===== src/rtl/core/dcc_pkg.sv =====
// Package for the distinct color counter: sizes and the item carried along the cell chain.
`timescale 1ns / 1ps
package dcc_pkg;

    localparam int ENTRIES     = 128;
    localparam int SLOT_W      = (ENTRIES > 1) ? $clog2(ENTRIES) : 1;
    localparam int COUNT_W     = $clog2(ENTRIES + 1);
    localparam int CHAN_W      = 8;
    localparam int COLOR_W     = 4 * CHAN_W;
    localparam int SLOT_OUT_W  = 7;
    localparam int COUNT_OUT_W = 8;

    typedef logic [SLOT_W-1:0]  slot_t;
    typedef logic [COUNT_W-1:0] count_t;
    typedef logic [COLOR_W-1:0] color_t;

    // One item in flight through the chain together with its partial result.
    typedef struct packed {
        logic   vld;
        color_t color;
        logic   clr;
        logic   done;
        logic   is_new;
        slot_t  slot;
        count_t cnt;
    } dcc_item_t;

endpackage


===== src/rtl/core/dcc_cell.sv =====
// One table cell: holds one stored color and processes the item passing by.
`timescale 1ns / 1ps
module dcc_cell (
    input  logic              clk,
    input  logic              rst_n,
    input  logic              adv,
    input  dcc_pkg::slot_t    idx,
    input  dcc_pkg::dcc_item_t item_in,
    output dcc_pkg::dcc_item_t item_out
);
    import dcc_pkg::*;

    dcc_item_t item_reg;
    dcc_item_t item_next;
    logic      used_reg;
    logic      used_next;
    color_t    color_reg;
    color_t    color_next;
    logic      used_eff;
    logic      match;
    logic      store;

    always_comb
    begin
        // A new set drops this entry before the color is looked at.
        used_eff   = used_reg && !item_in.clr;
        match      = item_in.vld && used_eff && !item_in.done && (color_reg == item_in.color);
        store      = item_in.vld && !used_eff && !item_in.done;
        used_next  = item_in.vld ? (used_eff || store) : used_reg;
        color_next = store ? item_in.color : color_reg;

        item_next        = item_in;
        item_next.done   = item_in.done || match || store;
        item_next.is_new = item_in.is_new || store;
        item_next.slot   = (match || store) ? idx : item_in.slot;
        item_next.cnt    = item_in.cnt + (used_next ? count_t'(1) : count_t'(0));
    end

    always_ff @(posedge clk or negedge rst_n)
    begin
        if (!rst_n)
        begin
            used_reg <= 1'b0;
            item_reg <= '0;
        end
        else if (adv)
        begin
            used_reg <= used_next;
            item_reg <= item_next;
        end
    end

    always_ff @(posedge clk)
    begin
        if (adv)
        begin
            color_reg <= color_next;
        end
    end

    assign item_out = item_reg;

endmodule


===== config.mk =====
export PLATFORM = sky130hd
export DESIGN_NAME = dcc_cell
export DESIGN_NICKNAME = d
export VERILOG_FILES = /design/src/rtl/core/dcc_pkg.sv /design/src/rtl/core/dcc_cell.sv
export SDC_FILE = /design/constraint.sdc
export NUM_CORES = 1
export LEC_CHECK = 0
export BUFFER_PORTS_ARGS = -buffer_cell sky130_fd_sc_hd__clkbuf_2
export CORE_AREA = 3 3 98 90
export DETAILED_ROUTE_END_ITERATION = 10
export DIE_AREA = 0 0 101 93
export GPL_ROUTABILITY_DRIVEN = 0
export GPL_TIMING_DRIVEN = 1
export HOLD_SLACK_MARGIN = 0.15
export PLACE_DENSITY = 0.76
export SKIP_LAST_GASP = 1
export SLEW_MARGIN = 15
export SYNTH_ARGS = -nofsm -noshare
export SYNTH_HDL_FRONTEND = slang
export SYNTH_SLANG_ARGS = --single-unit

===== constraint.sdc =====
create_clock -name clk -period 2.56 [get_ports clk]
set_input_delay 0.256 -clock clk [delete_from_list [all_inputs] [get_ports clk]]
set_output_delay 0.256 -clock clk [all_outputs]
set_load 0.05 [all_outputs]

==> results of run 1 <==
-- power by group through the flow --
| stage | clock [mW] | sequential, mW | combinational (mW) |
|---|---|---|---|
| 4_1_cts | 0.891 | 1.56 | 0.764 |
| 3_3_place_gp | 0 | 1.59 | 0.712 |
| 5_1_grt | 0.947 | 1.58 | 0.807 |
| 2_1_floorplan | 0 | 1.90 | 0.188 |
| 6_report | 0.860 | 1.56 | 0.757 |
| 3_5_place_dp | 0 | 1.59 | 0.722 |
-- placed cells by master, fill, tap and decap left out, types with 3 or more instances in the layout --
cell,Yosys,layout
nor4_2,5,5
o22ai_1,7,7
dfrtp_1,52,52
xor2_1,35,35
clkbuf_2,0,111
a21oi_1,6,6
nand3_1,5,5
mux2_2,37,37
xnor2_1,3,3
nand2b_1,8,8
nor4_1,9,9
dlygate4sd3_1,0,34
a211oi_2,7,7
nor2_1,16,15
inv_1,3,3
edfxtp_1,32,32
clkbuf_8,0,11
-- metrics by stage --
stage / total power, mW / std cells / hold WS [ns] / setup WS [ns]
6_report: 3.180 / 503 / 0.1770 / 0.2001
5_1_grt: 3.330 / 503 / 0.1628 / 0.09279
4_1_cts: 3.219 / 503 / 0.1563 / 0.2101
3_5_place_dp: 2.315 / 453 / 0.2830 / 0.3995
3_3_place_gp: 2.299 / 453 / 0.2649 / 0.4487
2_1_floorplan: 2.088 / 249 / -0.03959 / 0.4055
-- path summary, 6_finish.rpt --
check | start | endpoint | slack (ns) | cells after the start
setup / recovery | item_in[47] | item_out[13] | 0.20 | 7
hold / removal | item_in[50] | item_out[50] | 0.18 | 2
setup reg to reg | color_reg[29] | item_out[13] | 0.41 | 5
hold reg to reg | item_out[41] | item_out[41] | 0.51 | 1
max in group asynchronous | rst_n | item_out[11] | 1.31 | 3
min in group asynchronous | rst_n | item_out[48] | 0.43 | 2
-- cell usage after synthesis, drive strengths merged (2+ instances only) --
library cell   n
nand4          2
inv            3
mux2          37
edfxtp        32
buf            4
nor4          14
nand2          2
nand2b         8
ha             2
xnor2          3
dfrtp         52
nor2          16
xor2          35
a21oi          6
nand3          5
o22ai          7
clkbuf         5
a211oi         7
and3           2
-- critical path, cell delays in order --
cell and delay, ns:
dlygate4sd3_1 0.54, clkbuf_2 0.14, xor2_1 0.16, nor4_1 0.34, nand3_1 0.31, or3_1 0.59
a211oi_2 0.27
-- metal layers --
metal / global-route usage, % / vias to the layer above
li1: - / 1205
met1: 20.53 / 1179
met2: 28.84 / 68
met3: 4.922 / 4
met4: 4.651 / 0
met5: 0 / -
-- cells by family (layout without fill, tap and decap cells) --
logic type,count (synthesis),count (layout)
AOI/OAI and AO/OA,23,23
and+or+nand+nor,53,53
xor gates and xnor gates,38,38
buffers and inverters,12,167
adders and majority gates,2,2
DFF,84,84
muxes,37,37
-- what timing repair did --
action	CTS	global route
buffers inserted	0	0
endpoints found under the hold margin	54	0
hold buffers	34	0
-- cell type report --
cell class	instances	area share, %
flip-flops and latches	84	47.07
multi-input cells	153	27.00
repair buffers	148	19.37
clock buffers	13	3.306
well taps	99	2.577
clock inverters	3	0.4426
inverters	3	0.2343
==> flow_summary.yaml, run 1 <==
sta:
  finalCritPeriodShare_pct: 92.18
  relSlewSlack_pct: 62.10
  setup_violations: 0
  fin_setup_tns_ns: 0
  max_freq_ghz: 0.4237
  hold_viol: 0
  rsz0062_at_grt: "no"
  period_needed_ns: 2.360
  clock_skew_ns: 0.009924
  max_slew.worst_pin.slew_ns: 0.5685
  maxSlewViolCount: 0
grt:
  grt_overflow: 0
  grt_usage_pct: 16.77
  grt_pass1_vias: 2623
  grt_max_degree: 69
  grt_pass1_wl_mm: 12.24
  grt_antenna_before_repair: 0
setup_path:
  critPathCaptureType: "flop"
  startpoint_type: "input pin"
  crit_fanout: 8
  crit_arrival_ns: 2.62
  required_ns: 2.82
  crit_type: "input pin to flop"
clocking:
  cts.path.max_buffers: 2
  clk_latency_ns: 0.34
  numCtsBuffers: 9
  ctsRootBufferMaster: "clkbuf_8"
  clk_pin_slew_ns: 0.08
  postCtsResizedCells: 0
  cts_tree: "done"
  cts.sinks: 84
  cts_max_level: 3
yosys:
  netlist.top_cell.by_area: "dfrtp_1"
  synth_nets: 312
  synth-edff-count: 32
  synth_top_family_by_area: "multiplexers"
  yosysTopAreaCellShare_pct: 36.10
  ys_ff_latch: 84
  synth_compound_area_share_pct: 5.311
  synth-simple-area-share_pct: 8.990
  synthFlopType: "dfrtp_1"
  yosysUniqueCellTypes: 28
  synthArstFlopShare_pct: 61.90
  syn_inst: 249
  syn_area_per_cell_sq_um: 14.48
  synth-xor-area-share_pct: 9.233
  synthMuxAreaShare_pct: 11.56
  yosys.area_share.adder_pct: 0.6942
  ys_seq_area_share_pct: 62.76
  synth_area_leaders: "dfrtp_1, edfxtp_1, mux2_2, xor2_1, a211oi_2"
  syn_area_sq_um: 3605
  yosysWarnings: 0
pwr:
  ir_worst_vdd_mv: 0.3870
  p_sw_mw: 1.022
  clkPwrFrac_pct: 27.1
  comb_power_share_pct: 23.8
  power.share.switching_pct: 32.14
  p_per_area_nw_per_um2: 661.7
  power.leakage_nw: 2.067
  p_int_mw: 2.158
  seqPwrFrac_pct: 49.1
final_layout:
  area_growth_pct: 33.32
  regArea_sq_um: 2262
  largest_reg_flops: 51
  antennaDiodeCount: 0
  nNetsFinal: 462
  design_area_sq_um: 4806
  drive_gt1_share_pct: 44.80
  final_util_pct: 60.15
  multi_input_area_sq_um: 1297
  fillers: 636
routing:
  drc_errors: 0
  firstDrtPassIters: 4
  ant_nets: 0
  wl_per_cell_um: 14.97
  highest_layer: "met4"
  drt_wl_total_mm: 7.530
  wl_met2_mm: 3.875
  drt_iter0_drc: 51
  wl_met3_um: 375
  via_count: 2456
  drt-met1-wl_mm: 3.226
  vias_per_cell: 4.883
die:
  num_rows: 31
  die_w_um: 101
  core_area_sq_um: 7990
  start_util_pct: 45.11
  die_area_sq_um: 9393
  die_y_um: 93
  ios: 112
hold_path:
  hp-class: "input pin to flop"
status:
  status: "completed"
place:
  io_buffers: 111
  dpl.hpwl_mm: 5.240
  dpl_cell_area_sq_um: 4285
run:
  drv_cap: 0
(Power assumes the default switching activity.)
==> inputs of run 2 (changes only) <==
--- a/config.mk
+++ b/config.mk
@@ -6,13 +6,13 @@
 export NUM_CORES = 1
 export LEC_CHECK = 0
 export BUFFER_PORTS_ARGS = -buffer_cell sky130_fd_sc_hd__clkbuf_2
-export CORE_AREA = 3 3 98 90
+export CORE_AREA = 4 4 99 91
 export DETAILED_ROUTE_END_ITERATION = 10
-export DIE_AREA = 0 0 101 93
+export DIE_AREA = 0 0 103 95
 export GPL_ROUTABILITY_DRIVEN = 0
 export GPL_TIMING_DRIVEN = 1
 export HOLD_SLACK_MARGIN = 0.15
-export PLACE_DENSITY = 0.76
+export PLACE_DENSITY = 0.79
 export SKIP_LAST_GASP = 1
 export SLEW_MARGIN = 15
 export SYNTH_ARGS = -nofsm -noshare
==> flow_summary.yaml, run 2 (synthesis results as in run 1) <==
clocking:
  cts_max_level: 3
  ctsRootBufferMaster: "clkbuf_8"
  clk_pin_slew_ns: 0.08
  cts.path.max_buffers: 2
  numCtsBuffers: 9
  post-cts-setup-buffers: 0
  cts.sinks: 84
  cts_tree: "done"
  clk_latency_ns: 0.34
  postCtsResizedCells: 0
final_layout:
  antennaDiodeCount: 0
  fillers: 647
  final_util_pct: 60.54
  largest_reg_flops: 51
  nNetsFinal: 463
  area_growth_pct: 34.19
  design_area_sq_um: 4837
  regArea_sq_um: 2262
  layout_commonest_cell: "clkbuf_2"
  multi_input_area_sq_um: 1297
  final_cell_mix: "clkbuf_2, dfrtp_1, mux2_2, xor2_1, dlygate4sd3_1"
  drive_gt1_share_pct: 45.19
sta:
  finalCritPeriodShare_pct: 93.96
  maxSlewViolCount: 0
  hold_viol: 0
  max_slew.worst_pin.slew_ns: 0.5884
  rsz0062_at_grt: "no"
  fin_setup_tns_ns: 0
  relSlewSlack_pct: 60.77
  clock_skew_ns: 0.008106
  max_freq_ghz: 0.4157
  setup_violations: 0
  period_needed_ns: 2.405
place:
  dpl.hpwl_mm: 5.439
  dpl_cell_area_sq_um: 4285
  io_buffers: 111
setup_path:
  crit_arrival_ns: 2.66
  crit_fanout: 8
  required_ns: 2.82
  crit_slowest_cell: "or3_1"
  crit_type: "input pin to flop"
  startpoint_type: "input pin"
  slowest_delay_ns: 0.58
  crit_chain: "dlygate4sd3_1 > clkbuf_2 > xor2_1 > nor4_1 > nand3_1 > or3_1 > a211oi_2"
  crit_family: "simple AND/OR/NAND/NOR gates"
  critPathCaptureType: "flop"
  critPathBufInv: 2
grt:
  grt_overflow: 0
  grt_pass1_vias: 2578
  grt_pass1_wl_mm: 12.55
  grt_usage_pct: 16.64
  grt_max_degree: 56
  grt_antenna_before_repair: 0
routing:
  via_count: 2498
  wl_per_cell_um: 15.37
  drt_iter0_drc: 78
  ant_nets: 0
  vias_per_cell: 4.956
  drt_wl_total_mm: 7.747
  drc_errors: 0
  firstDrtPassIters: 4
die:
  die_w_um: 103
  start_util_pct: 45.11
  die_area_sq_um: 9785
  core_area_sq_um: 7990
  num_rows: 31
  die_y_um: 95
  ios: 112
hold_path:
  hp-class: "input pin to flop"
run:
  drv_cap: 0
status:
  status: "completed"
pwr:
  power.leakage_nw: 2.083
  ir_worst_vdd_mv: 0.5084
  p_per_area_nw_per_um2: 673.0
run 2: changes by cell type in the layout (fill, tap and decap cells not counted):
cell | before | now
bufinv_16 | 0 | 1
clkbuf_1 | 2 | 0
clkbuf_8 | 11 | 10
clkinv_2 | 0 | 2
clkinv_4 | 0 | 1
dlygate4sd3_1 | 34 | 35
inv_4 | 1 | 0
run 2: cell type report:
cell class | instances | share of cell area, %
clock buffer | 10 | 2.845
clock inverter | 6 | 1.319
inverter | 3 | 0.2328
multi-input combinational | 153 | 26.82
sequential | 84 | 46.77
tap | 99 | 2.561
timing repair buffer | 149 | 19.45
run 2: timing repair:
action / CTS / global route
hold buffers: 35 / 0
setup endpoints to repair: 0 / 0
hold endpoints to repair: 55 / 0
run 2: final timing paths:
| kind | startpoint | end | slack (ns) | cells past startpoint |
|---|---|---|---|---|
| min reg2reg | item_out[48] | item_out[48] | 0.51 | 1 |
| min | item_in[50] | item_out[50] | 0.18 | 2 |
| max | item_in[47] | item_out[13] | 0.15 | 7 |
| min in group asynchronous | rst_n | item_out[48] | 0.44 | 2 |
| max reg2reg | color_reg[29] | item_out[13] | 0.36 | 5 |
| max in group asynchronous | rst_n | item_out[27] | 1.29 | 3 |
run 2: worst reg2reg max path, delay by kind of cell, from the launching register on:
family | cells | cell delay (ns)
AND/OR/NAND/NOR | 3 | 1.28
XOR/XNOR | 1 | 0.15
AO/OA/AOI/OAI | 1 | 0.28
flip-flops | 1 | 0.40
run 2: through the flow:
step | worst slack, ns | hold slack (ns) | power, mW | instances
floorplan | 0.4055 | -0.03959 | 2.088 | 249
detailed placement | 0.3180 | 0.2971 | 2.316 | 453
finish | 0.1546 | 0.1780 | 3.256 | 504
global route | 0.06670 | 0.1756 | 3.426 | 504
CTS | 0.1347 | 0.1626 | 3.307 | 504
global placement | 0.4479 | 0.2788 | 2.298 | 453
run 2: per-layer routing:
metal / GRT usage [%] / part of all wire, % / vias up
met1: 20.53 / 42 / 1222
met3: 5.391 / 5.3 / 4
met2: 28.42 / 52 / 61
li1: - / - / 1211
met4: 3.776 / 0.63 / 0
met5: 0 / 0 / -
run 2: report_power, final:
group | internal [mW] | switching (mW)
Combinational | 0.244 | 0.514
Clock | 0.475 | 0.458
Sequential | 1.51 | 0.0569
==> inputs of run 3 (changes only) <==
--- a/config.mk
+++ b/config.mk
@@ -6,13 +6,13 @@
 export NUM_CORES = 1
 export LEC_CHECK = 0
 export BUFFER_PORTS_ARGS = -buffer_cell sky130_fd_sc_hd__clkbuf_2
-export CORE_AREA = 4 4 99 91
+export CORE_AREA = 4 4 94 87
 export DETAILED_ROUTE_END_ITERATION = 10
-export DIE_AREA = 0 0 103 95
+export DIE_AREA = 0 0 98 91
 export GPL_ROUTABILITY_DRIVEN = 0
 export GPL_TIMING_DRIVEN = 1
 export HOLD_SLACK_MARGIN = 0.15
-export PLACE_DENSITY = 0.79
+export PLACE_DENSITY = 0.82
 export SKIP_LAST_GASP = 1
 export SLEW_MARGIN = 15
 export SYNTH_ARGS = -nofsm -noshare
==> constraint.sdc (replaced) <==
create_clock -name clk -period 2.5 [get_ports clk]
set_input_delay 0.25 -clock clk [delete_from_list [all_inputs] [get_ports clk]]
set_output_delay 0.25 -clock clk [all_outputs]
set_load 0.05 [all_outputs]
==> flow_summary.yaml, run 3 (synthesis results as in run 1) <==
setup_path:
  crit_slowest_cell: "dlygate4sd3_1"
  worstRegToRegCells: 5
  crit_start: "item_in[47]"
  crit_type: "input pin to flop"
  reg2reg_from: "color_reg[29]"
  crit_family: "simple AND/OR/NAND/NOR gates"
  ff2ff_setup_slack_ns: 0.37
  required_ns: 2.75
  crit_fanout: 8
  critPathCaptureType: "flop"
  r2r-end: "item_out[13]"
  critPathBufInv: 2
  crit_chain: "dlygate4sd3_1 > clkbuf_2 > xor2_1 > nor4_1 > nand3_1 > or3_4 > a211oi_2"
  slowest_delay_ns: 0.54
  startpoint_type: "input pin"
  crit_arrival_ns: 2.58
sta:
  max_slew.worst_pin.slew_ns: 0.6571
  fin_setup_tns_ns: 0
  hold_viol: 0
  rsz0062_at_grt: "no"
  max_freq_ghz: 0.4290
  period_needed_ns: 2.331
  setup_violations: 0
  maxSlewViolCount: 0
  finalCritPeriodShare_pct: 93.23
  relSlewSlack_pct: 56.19
  holdWs_ns: 0.1800
  clock_skew_ns: 0.006003
final_layout:
  drive_gt1_share_pct: 45.05
  final_util_pct: 68.38
  layout_commonest_cell: "clkbuf_2"
  largest_reg_flops: 51
  final_cell_mix: "clkbuf_2, dfrtp_1, mux2_2, xor2_1, dlygate4sd3_1"
  area_growth_pct: 34.22
  antennaDiodeCount: 0
  design_area_sq_um: 4838
  nNetsFinal: 462
die:
  die_area_sq_um: 8918
  num_rows: 29
  core_area_sq_um: 7076
  die_y_um: 91
  start_util_pct: 50.95
  ios: 112
  die_w_um: 98
routing:
  ant_nets: 0
  drc_errors: 0
  wl_per_cell_um: 15.78
  via_count: 2506
  firstDrtPassIters: 4
  vias_per_cell: 5.042
  drt_iter0_drc: 72
  drt_wl_total_mm: 7.841
clocking:
  clk_pin_slew_ns: 0.08
  clk_latency_ns: 0.34
  cts.path.max_buffers: 2
  cts.sinks: 84
  cts_max_level: 3
  ctsRootBufferMaster: "clkbuf_8"
  cts_tree: "done"
  numCtsBuffers: 9
pwr:
  p_per_area_nw_per_um2: 703.1
  ir_worst_vdd_mv: 0.5260
  power_mw: 3.402
  power.leakage_nw: 2.083
grt:
  grt_overflow: 0
  grt_pass1_wl_mm: 12.86
  grt_max_degree: 69
  grt_antenna_before_repair: 0
  grt_usage_pct: 18.05
  grt_pass1_vias: 2609
status:
  status: "completed"
place:
  dpl.hpwl_mm: 5.347
  dpl_cell_area_sq_um: 4278
  io_buffers: 111
hold_path:
  whs_path_depth: 2
  hold_end: "item_out[50]"
  hp-class: "input pin to flop"
  holdCritStartpoint: "item_in[50]"
run:
  drv_cap: 0
## run 3: worst reg2reg max path, delay by kind of cell, from the launching register on
| family | cells | cell delay (ns) |
|---|---|---|
| and+or+nand+nor | 3 | 1.25 |
| DFF | 1 | 0.39 |
| AOI/OAI and AO/OA | 1 | 0.26 |
| xor gates and xnor gates | 1 | 0.15 |
## run 3: timing repair
action / CTS / global route
setup buffers: 0 / 0
setup endpoints to repair: 0 / 8
endpoints found under the hold margin: 85 / 0
gates resized for setup: 0 / 1
hold buffers: 34 / 0
## run 3: per-layer routing
metal  vias to the layer above  wire, um  GRT usage, %
li1                       1205         -             -
met1                      1229      3165         22.41
met2                        65      4235         31.41
met3                         7       351         4.828
met4                         0        89         4.614
met5                         -         0             0
## run 3: how the worst max path moves through the flow
stage	cells past startpoint	slack [ns]	endpoint
floorplan	4	0.35	color_reg[0]
global placement	6	0.40	item_out[13]
detailed placement	5	0.27	item_out[13]
CTS	7	0.08	item_out[13]
global route	7	0.03	item_out[13]
finish	7	0.17	item_out[13]
## run 3: power breakdown
| part | switching [mW] | leakage, nW | internal [mW] |
|---|---|---|---|
| logic | 0.530 | 1.09 | 0.249 |
| registers | 0.0588 | 0.890 | 1.54 |
| clock network | 0.463 | 0.101 | 0.557 |
| total | 1.05 | 2.08 | 2.35 |
## run 3: final cells by class
class / instances / area [sq um]
clock buffer: 9 / 123.9
clock inverter: 7 / 91.34
fill: 506 / 2237
inverter: 3 / 11.26
multi-input combinational: 153 / 1303
sequential: 84 / 2262
tap: 93 / 116.4
timing repair buffer: 148 / 930.9
## run 3: through the flow
stage / setup slack, ns / cells
2_1_floorplan: 0.3515 / 249
3_3_place_gp: 0.3955 / 447
3_5_place_dp: 0.2656 / 447
4_1_cts: 0.07508 / 497
5_1_grt: 0.03078 / 497
6_report: 0.1692 / 497
